[src/hdl/slpc_pkg.sv]
package slpc_pkg;

   // One request: the status flags of one 0.1 s tick.
   typedef struct packed {
      logic       red_cmd;
      logic       docked;
      logic [2:0] charge_mask;
      logic       charge_flash;
      logic [1:0] batt_level;
      logic       button_pressed;
      logic       sd_fault;
      logic [1:0] run_mode;
      logic [1:0] link_state;
      logic [1:0] stream_state;
      logic       sync_pending;
      logic       rtc_unset;
   } req_type;

   // One response: the five LED drives, 1 = on.
   typedef struct packed {
      logic lower_green;
      logic lower_yellow;
      logic lower_red;
      logic upper_green;
      logic upper_blue;
   } rsp_type;

   typedef enum logic [1:0] {
      CSR_SD_ERROR_ENABLE    = 2'd0,
      CSR_RTC_ERROR_ENABLE   = 2'd1,
      CSR_BT_SUPPORT_ENABLED = 2'd2,
      CSR_SD_SYNC_ENABLED    = 2'd3
   } csr_index_type;

   localparam int CSR_ADDR_WIDTH = 4;
   localparam int CSR_DATA_WIDTH = 32;

   localparam logic [1:0] BATTERY_HIGH = 2'd0;
   localparam logic [1:0] BATTERY_MID  = 2'd1;
   localparam logic [1:0] BATTERY_LOW  = 2'd2;

   localparam logic [1:0] MODE_CONFIGURING = 2'd1;
   localparam int         MODE_SENSING_BIT = 1;

   localparam logic [1:0] LINK_OFF       = 2'd0;
   localparam logic [1:0] LINK_UP        = 2'd2;
   localparam logic [1:0] LINK_CONNECTED = 2'd3;

   localparam int STREAM_BT_BIT = 0;
   localparam int STREAM_SD_BIT = 1;

   localparam logic [5:0] SLOW_LAST         = 6'd49;
   localparam logic [4:0] FAST_LAST         = 5'd19;
   localparam logic [4:0] FAST_HALF         = 5'd10;
   localparam logic [4:0] BLUE_PULSE_FIRST  = 5'd12;
   localparam logic [4:0] BLUE_PULSE_SECOND = 5'd14;
   localparam logic [7:0] FAULT_RELOAD      = 8'd255;

endpackage

[src/hdl/status_led_pattern_controller.sv]
// Status LED pattern controller.
// The request channel (req_valid, req_stall, req_data) carries one status tick,
// normally one every 0.1 s. The response channel (rsp_valid, rsp_stall, rsp_data)
// returns exactly one set of five LED levels for every request, in order.
// A request is taken on a rising edge with valid high and stall low.
// The response is registered: it is held in an output register from the
// edge that accepts the request. One request can be taken every cycle; the
// single output register is the only buffering, so while a response sits
// stalled, req_stall is high and further requests wait.
// The APB-style port (csr_*) holds four enable bits at byte addresses 0, 4, 8
// and 12; it should only be written while no request is in flight.
// Synchronous reset turns all LEDs off, clears the blink and fault counters
// and the enable bits, and empties the output register.
module status_led_pattern_controller
   import slpc_pkg::*;
(
   input  logic                      clock,
   input  logic                      reset,
   input  logic                      req_valid,
   output logic                      req_stall,
   input  req_type                   req_data,
   output logic                      rsp_valid,
   input  logic                      rsp_stall,
   output rsp_type                   rsp_data,
   input  logic                      csr_psel,
   input  logic                      csr_penable,
   input  logic                      csr_pwrite,
   input  logic [CSR_ADDR_WIDTH-1:0] csr_paddr,
   input  logic [CSR_DATA_WIDTH-1:0] csr_pwdata,
   output logic [CSR_DATA_WIDTH-1:0] csr_prdata,
   output logic                      csr_pready
);

   logic          sd_error_enable_ff;
   logic          rtc_error_enable_ff;
   logic          bt_support_enabled_ff;
   logic          sd_sync_enabled_ff;
   csr_index_type csr_index;
   logic          csr_write;

   rsp_type       led_levels_ff;
   rsp_type       led_levels_in;
   logic [5:0]    slow_count_ff;
   logic [5:0]    slow_count_in;
   logic [4:0]    fast_count_ff;
   logic [4:0]    fast_count_in;
   logic          alternate_pick_ff;
   logic          alternate_pick_in;
   logic [7:0]    fault_count_ff;
   logic [7:0]    fault_count_in;

   logic          rsp_valid_ff;
   logic          rsp_valid_in;
   rsp_type       rsp_data_ff;
   logic          req_accept;

   logic          sensing;
   logic          configuring;
   logic          tick_1s;
   logic          stream_bt;
   logic          stream_sd;
   logic          yellow;

   // Configuration port.
   assign csr_index  = csr_index_type'(csr_paddr[CSR_ADDR_WIDTH-1:2]);
   assign csr_pready = 1'b1;
   assign csr_write  = csr_psel && csr_penable && csr_pwrite && csr_pready;

   always_ff @(posedge clock) begin
      if (reset) begin
         sd_error_enable_ff    <= 1'b0;
         rtc_error_enable_ff   <= 1'b0;
         bt_support_enabled_ff <= 1'b0;
         sd_sync_enabled_ff    <= 1'b0;
      end else if (csr_write) begin
         unique case (csr_index)
            CSR_SD_ERROR_ENABLE:    sd_error_enable_ff    <= csr_pwdata[0];
            CSR_RTC_ERROR_ENABLE:   rtc_error_enable_ff   <= csr_pwdata[0];
            CSR_BT_SUPPORT_ENABLED: bt_support_enabled_ff <= csr_pwdata[0];
            CSR_SD_SYNC_ENABLED:    sd_sync_enabled_ff    <= csr_pwdata[0];
         endcase
      end
   end

   always_comb begin
      csr_prdata = '0;
      unique case (csr_index)
         CSR_SD_ERROR_ENABLE:    csr_prdata[0] = sd_error_enable_ff;
         CSR_RTC_ERROR_ENABLE:   csr_prdata[0] = rtc_error_enable_ff;
         CSR_BT_SUPPORT_ENABLED: csr_prdata[0] = bt_support_enabled_ff;
         CSR_SD_SYNC_ENABLED:    csr_prdata[0] = sd_sync_enabled_ff;
      endcase
   end

   // Handshake: the output register can be refilled in the cycle it is taken.
   assign req_stall  = rsp_valid_ff && rsp_stall;
   assign req_accept = req_valid && !req_stall;
   assign rsp_valid  = rsp_valid_ff;
   assign rsp_data   = rsp_data_ff;

   assign sensing     = req_data.run_mode[MODE_SENSING_BIT];
   assign configuring = (req_data.run_mode == MODE_CONFIGURING);
   assign tick_1s     = (fast_count_ff == '0) || (fast_count_ff == FAST_HALF);
   assign stream_bt   = req_data.stream_state[STREAM_BT_BIT];
   assign stream_sd   = req_data.stream_state[STREAM_SD_BIT];

   // Pattern decision for one tick.
   always_comb begin
      led_levels_in     = led_levels_ff;
      fault_count_in    = fault_count_ff;
      alternate_pick_in = alternate_pick_ff;
      yellow            = 1'b0;

      // Lower LEDs.
      priority if (req_data.red_cmd) begin
         led_levels_in.lower_green  = 1'b0;
         led_levels_in.lower_yellow = 1'b0;
         led_levels_in.lower_red    = 1'b1;
      end else if (req_data.docked) begin
         // Toggling a freshly cleared set lights the same LEDs as the solid display.
         led_levels_in.lower_green  = req_data.charge_mask[0];
         led_levels_in.lower_yellow = req_data.charge_mask[1];
         led_levels_in.lower_red    = req_data.charge_mask[2];
      end else begin
         led_levels_in.lower_green  = (slow_count_ff == '0) &&
                                      (req_data.batt_level == BATTERY_HIGH);
         led_levels_in.lower_yellow = (slow_count_ff == '0) &&
                                      (req_data.batt_level == BATTERY_MID);
         led_levels_in.lower_red    = (slow_count_ff == '0) &&
                                      (req_data.batt_level == BATTERY_LOW);
      end

      if (req_data.button_pressed) begin
         led_levels_in.lower_green = 1'b1;
      end

      if (!req_data.docked && req_data.sd_fault && sd_error_enable_ff) begin
         if (fault_count_ff != '0) begin
            fault_count_in = fault_count_ff - 8'd1;
            yellow         = fault_count_in[0];
         end else begin
            fault_count_in = FAULT_RELOAD;
            yellow         = 1'b1;
         end
         led_levels_in.lower_yellow = yellow;
         led_levels_in.lower_red    = !yellow;
      end

      // Upper LEDs.
      priority if (req_data.rtc_unset && rtc_error_enable_ff && !sensing) begin
         led_levels_in.upper_green = !led_levels_ff.upper_green;
         led_levels_in.upper_blue  = led_levels_ff.upper_green;
      end else if (bt_support_enabled_ff && !sd_sync_enabled_ff) begin
         priority if (!sensing) begin
            priority if (configuring) begin
               led_levels_in.upper_green = !led_levels_ff.upper_green;
            end else if (req_data.link_state == LINK_CONNECTED) begin
               led_levels_in.upper_blue  = 1'b1;
               led_levels_in.upper_green = 1'b0;
            end else if (req_data.link_state == LINK_UP) begin
               led_levels_in.upper_blue  = !led_levels_ff.upper_blue;
               led_levels_in.upper_green = 1'b0;
            end else begin
               led_levels_in.upper_blue  = (fast_count_ff == '0);
               led_levels_in.upper_green = 1'b0;
            end
         end else if (stream_bt && !stream_sd) begin
            led_levels_in.upper_blue  = led_levels_ff.upper_blue ^ tick_1s;
            led_levels_in.upper_green = 1'b0;
         end else if (!stream_bt && stream_sd) begin
            led_levels_in.upper_green = led_levels_ff.upper_green ^ tick_1s;
            led_levels_in.upper_blue  = 1'b0;
         end else if (stream_bt && stream_sd) begin
            // Streaming and logging together: one LED at a time, alternating.
            if (tick_1s) begin
               if (led_levels_ff.upper_blue || led_levels_ff.upper_green) begin
                  led_levels_in.upper_blue  = 1'b0;
                  led_levels_in.upper_green = 1'b0;
               end else begin
                  led_levels_in.upper_blue  = alternate_pick_ff;
                  led_levels_in.upper_green = !alternate_pick_ff;
                  alternate_pick_in         = !alternate_pick_ff;
               end
            end
         end else begin
            led_levels_in.upper_blue  = 1'b0;
            led_levels_in.upper_green = 1'b0;
         end
      end else begin
         priority if (sensing) begin
            led_levels_in.upper_green = (fast_count_ff < FAST_HALF);
         end else if (configuring) begin
            led_levels_in.upper_green = !led_levels_ff.upper_green;
         end else begin
            led_levels_in.upper_green = (fast_count_ff == '0);
         end

         priority if (req_data.link_state == LINK_CONNECTED) begin
            led_levels_in.upper_blue = !led_levels_ff.upper_blue;
         end else if (req_data.sync_pending && sensing && sd_sync_enabled_ff) begin
            led_levels_in.upper_blue = 1'b1;
         end else begin
            led_levels_in.upper_blue = (req_data.link_state != LINK_OFF) &&
               ((fast_count_ff == BLUE_PULSE_FIRST) || (fast_count_ff == BLUE_PULSE_SECOND));
         end
      end
   end

   assign slow_count_in = (slow_count_ff >= SLOW_LAST) ? '0 : slow_count_ff + 6'd1;
   assign fast_count_in = (fast_count_ff >= FAST_LAST) ? '0 : fast_count_ff + 5'd1;

   always_comb begin
      if (req_accept) begin
         rsp_valid_in = 1'b1;
      end else begin
         rsp_valid_in = rsp_valid_ff && rsp_stall;
      end
   end

   always_ff @(posedge clock) begin
      if (reset) begin
         led_levels_ff     <= '0;
         slow_count_ff     <= '0;
         fast_count_ff     <= '0;
         alternate_pick_ff <= 1'b0;
         fault_count_ff    <= '0;
         rsp_valid_ff      <= 1'b0;
      end else begin
         rsp_valid_ff <= rsp_valid_in;
         if (req_accept) begin
            led_levels_ff     <= led_levels_in;
            slow_count_ff     <= slow_count_in;
            fast_count_ff     <= fast_count_in;
            alternate_pick_ff <= alternate_pick_in;
            fault_count_ff    <= fault_count_in;
         end
      end
   end

   always_ff @(posedge clock) begin
      if (req_accept) begin
         rsp_data_ff <= led_levels_in;
      end
   end

endmodule

[config.mk]
export PLATFORM = sky130hd
export DESIGN_NAME = status_led_pattern_controller
export DESIGN_NICKNAME = d
export VERILOG_FILES = /design/src/hdl/slpc_pkg.sv /design/src/hdl/status_led_pattern_controller.sv
export SDC_FILE = /design/constraint.sdc
export NUM_CORES = 1
export LEC_CHECK = 0
export ABC_AREA = 1
export BUFFER_PORTS_ARGS = -buffer_cell sky130_fd_sc_hd__buf_2
export CAP_MARGIN = 15
export CORE_ASPECT_RATIO = 0.75
export CORE_MARGIN = 10
export CORE_UTILIZATION = 50
export DETAILED_ROUTE_END_ITERATION = 10
export PLACE_DENSITY = 0.85
export SLEW_MARGIN = 10
export SYNTH_ARGS = -nofsm -noshare
export SYNTH_HDL_FRONTEND = slang
export SYNTH_SLANG_ARGS = --single-unit
[constraint.sdc]
create_clock -name clock -period 2.65 [get_ports clock]
set_clock_uncertainty 0.1 [all_clocks]
set_input_delay 0.265 -clock clock [delete_from_list [all_inputs] [get_ports clock]]
set_output_delay 0.265 -clock clock [all_outputs]
set_load 0.02 [all_outputs]
==> Flow_metrics.wiki <==
{| class="wikitable"
! Metric !! Value
|-
| Status || finished, final reports clean
|-
| Largest fanout on the critical path || 5
|-
| First-pass GRT wire length || 8130 um
|-
| Post-synthesis average cell area || 7.13 um2
|-
| Setup fix buffers added after clock tree synthesis || 0
|-
| Cells traversed along the worst timing path || inv_1 -> ha_1 -> nand2_1 -> nand2_1 -> nand2_1 -> nand2_1 -> nand3_1 -> nand2_1 -> nand2_1 -> nand2_1 -> nand2_1 -> inv_1
|-
| Crit Reg-Reg Endpoint || rsp_data[0]
|-
| Core ar. || 4100 um2
|-
| Clock latency on the worst-skew pair || 0.29 ns
|-
| Synth async-reset ratio || 0%
|-
| CP Buf/Inv Count || 2
|-
| Final critical delay including setup and external delays || 1.77 ns
|-
| Power density normalized to cell area || 506 nW/um2
|-
| 1st-pass router iterations || 4
|-
| Final Worst Setup Slack || 0.876 ns
|-
| Clock input transition at the sequential cells of the worst setup and hold paths || 0.07 ns
|-
| Most numerous cell on the critical path || nand2_1
|-
| Portion of the post-synthesis area used by sequential elements || 32.1%
|-
| DP Worst Slack || 0.889 ns
|-
| Total DRC errors in the routed layout || 0
|-
| Most common flop cell mapped by yosys || dfxtp_1
|-
| Gr ovfl total || 0
|-
| CTS max path bufs || 2
|-
| Detailed placement HPWL || 3780 um
|-
| Final worst path period share || 67.0%
|-
| #FFs+latches synth || 32
|-
| Die width || 95.8 um
|-
| Die height || 76.8 um
|-
| Final routed wirelength across all metal layers || 4730 um
|-
| Number of vias per cell || 4.81
|-
| Kind of cell with the highest combined delay on the critical path || simple AND/OR/NAND/NOR gates
|-
| Worst Hold End || rsp_valid
|-
| Clock tree from TritonCTS || yes
|-
| Initial Utilization || 52.5%
|-
| Area of the mapped netlist || 2150 um2
|-
| Routed len/inst || 12.0 um
|-
| Hold wc startpoint || req_valid
|-
| Vias || 1892
|-
| Worst-path cell with the longest stage delay || dfxtp_1
|-
| Final cell area excluding filler cells || 2350 um2
|-
| Largest net degree at the start of global routing || 16
|-
| Antenna Nets Post-Route || 0
|-
| Endpoints failing setup || 0
|-
| Number of instances resized during post-cts repair || 0
|-
| Startpoint types || flip-flop
|-
| Synthesis warning total || 0
|-
| Critical path type || reg -> reg
|-
| Cell variety after synth || 39
|-
| Leakage power || 1.13 nW
|-
| Total negative setup slack || 0 ns
|-
| CTS Buf Count || 5
|-
| Sort of element at the end of the critical path || flip-flop
|-
| Number of failing hold endpoints at the final stage || 0
|-
| Worst reg2reg path depth || 12
|-
| Total number of nets in the final design || 406
|-
| Worst IR drop on VDD || 0.343 mV
|-
| Max Transition Viols Final || 0
|-
| Row cnt || 20
|-
| Unrepaired setup endpoints after global routing || false
|-
| Layout area overhead || 9.01%
|-
| Launch instance of the worst register-to-register path || fast_count_ff[1]
|-
| H-tree depth || 2
|-
| Number of cells traversed by the worst hold path || 3
|-
| Achievable frequency || 564 MHz
|-
| Antenna violations before repair || 0
|-
| Overall fraction of global-route tracks in use || 13.4%
|-
| Area of the die || 7360 um2
|-
| Ratio of cells with drive above 1 in the final layout || 17.5%
|-
| Number of instances in the synthesized netlist || 302
|-
| Number of maximum-capacitance violations || 0
|-
| Routability cong. || 0.840
|-
| Placed Instance Area || 2240 um2
|-
| Iteration-0 DRC Markers || 164
|-
| I/O pin total || 101
|-
| Vias in the first global route || 1808
|-
| Class of the worst hold path || in -> reg
|-
| Cell chosen for the clock root || clkbuf_8
|-
| Number of flops mapped to enable cells by yosys || 5
|-
| Port buffer count || 34
|-
| Reg-to-reg slack, setup || 0.88 ns
|-
| Crit path DAT || 1.73 ns
|-
| Post-cts hold buffer count || 0
|-
| Largest stage delay on the critical path || 0.42 ns
|-
| Diodes inserted || 0
|-
| Sinks on the clock net || 32
|-
| CP Data Required Time || 2.60 ns
|}
-- registers in the layout, indices dropped and copies added (netlist names) --
signal,count
bt_support_enabled_ff,1
rsp_data,5
fast_count_ff,5
rtc_error_enable_ff,1
led_levels_ff,2
alternate_pick_ff,1
slow_count_ff,6
sd_sync_enabled_ff,1
rsp_valid,1
fault_count_ff,8
sd_error_enable_ff,1
-- layout by cell type, fill, tap and decap left out, types with 3 or more instances in the layout --
cell / n
inv_2: 4
a21oi_1: 16
ha_1: 8
nor2_2: 4
edfxtp_1: 5
nor2_1: 32
dfxtp_1: 27
buf_2: 34
o21ai_0: 18
o21ai_1: 5
nor3_1: 12
a31oi_1: 5
nor4_1: 3
conb_1: 32
clkbuf_8: 5
inv_1: 36
nand2_1: 49
nand3_1: 16
-- metrics by stage --
stage | util (%) | cells | hold slack, ns | power, mW
after CTS | 57.2 | 393 | 0.136 | 1.19
after global routing | 57.2 | 393 | 0.144 | 1.25
after floorplan | - | 332 | 0.286 | 0.713
after global placement | 54.6 | 385 | 0.372 | 0.729
after detailed placement | 54.6 | 385 | 0.373 | 0.734
final | 57.2 | 393 | 0.140 | 1.19
-- cell type report --
type / count / area [um2]
clock buffer: 6 / 72.6
clock inverter: 2 / 35.0
fill: 390 / 1760
inverter: 41 / 156
multi-input combinational: 223 / 1150
sequential: 32 / 691
tap: 55 / 68.8
timing repair buffer: 34 / 170
-- worst min-delay path: cells and delay by family --
kind	cells	cell delay [ns]
simple gates	2	0.11
buf+inv	1	0.11
-- worst max path at each step --
| stage | startpoint | to | slack [ns] | depth (start not counted) |
|---|---|---|---|---|
| 4_1_cts | fast_count_ff[0] | rsp_data[0] | 0.88 | 12 |
| 5_1_grt | fast_count_ff[1] | rsp_data[0] | 0.68 | 12 |
| 6_report | fast_count_ff[1] | rsp_data[0] | 0.88 | 12 |
| 3_5_place_dp | fast_count_ff[0] | rsp_data[0] | 0.89 | 12 |
| 3_3_place_gp | fast_count_ff[0] | rsp_data[0] | 0.94 | 12 |
| 2_1_floorplan | fast_count_ff[0] | rsp_data[0] | 1.12 | 12 |
-- logic make-up after synthesis --
kind of cell | Yosys count | share of synthesized area [%]
AND/OR/NAND/NOR | 128 | 28.6
flip-flops | 32 | 32.1
buffers and inverters | 77 | 19.6
XOR/XNOR | 3 | 1.22
AO/OA/AOI/OAI | 52 | 13.5
other | 2 | 0.349
adder cells (fa/ha/maj) | 8 | 4.65
-- cell usage after synthesis, types with 2 or more instances --
cell type / n / area, um2
o21ai_1: 5 / 25.0
nor3_1: 12 / 60.1
buf_4: 32 / 240
ha_1: 8 / 100
inv_2: 4 / 15.0
nand3_1: 16 / 80.1
xor2_1: 2 / 17.5
nand4_1: 2 / 12.5
a21oi_2: 2 / 17.5
edfxtp_1: 5 / 150
a21oi_1: 16 / 80.1
nor2_2: 4 / 25.0
inv_1: 36 / 135
conb_1: 2 / 7.51
a31oi_1: 5 / 31.3
nand2_1: 49 / 184
o21ai_0: 18 / 90.1
dfxtp_1: 27 / 541
nor4_1: 3 / 18.8
nor3b_1: 2 / 15.0
nand2_2: 2 / 12.5
nor2_8: 2 / 40.0
nor2_1: 32 / 120
-- layer usage --
layer  routed length [um]  share of wire, %  vias up  GRT usage (%)
li1                     -                 -      990              -
met1                 2090                44      849           16.0
met2                 2320                49       47           21.5
met3                  276               5.8        6           4.09
met4                   54               1.1        0           5.74
met5                    0                 0        -              0
-- where the power goes --
part | switching (mW) | internal, mW | total, mW
clock | 0.182 | 0.279 | 0.461
sequential | 0.0137 | 0.512 | 0.525
combinational | 0.146 | 0.0560 | 0.202
total | 0.342 | 0.846 | 1.19
Power figures use the tool's default switching activity.
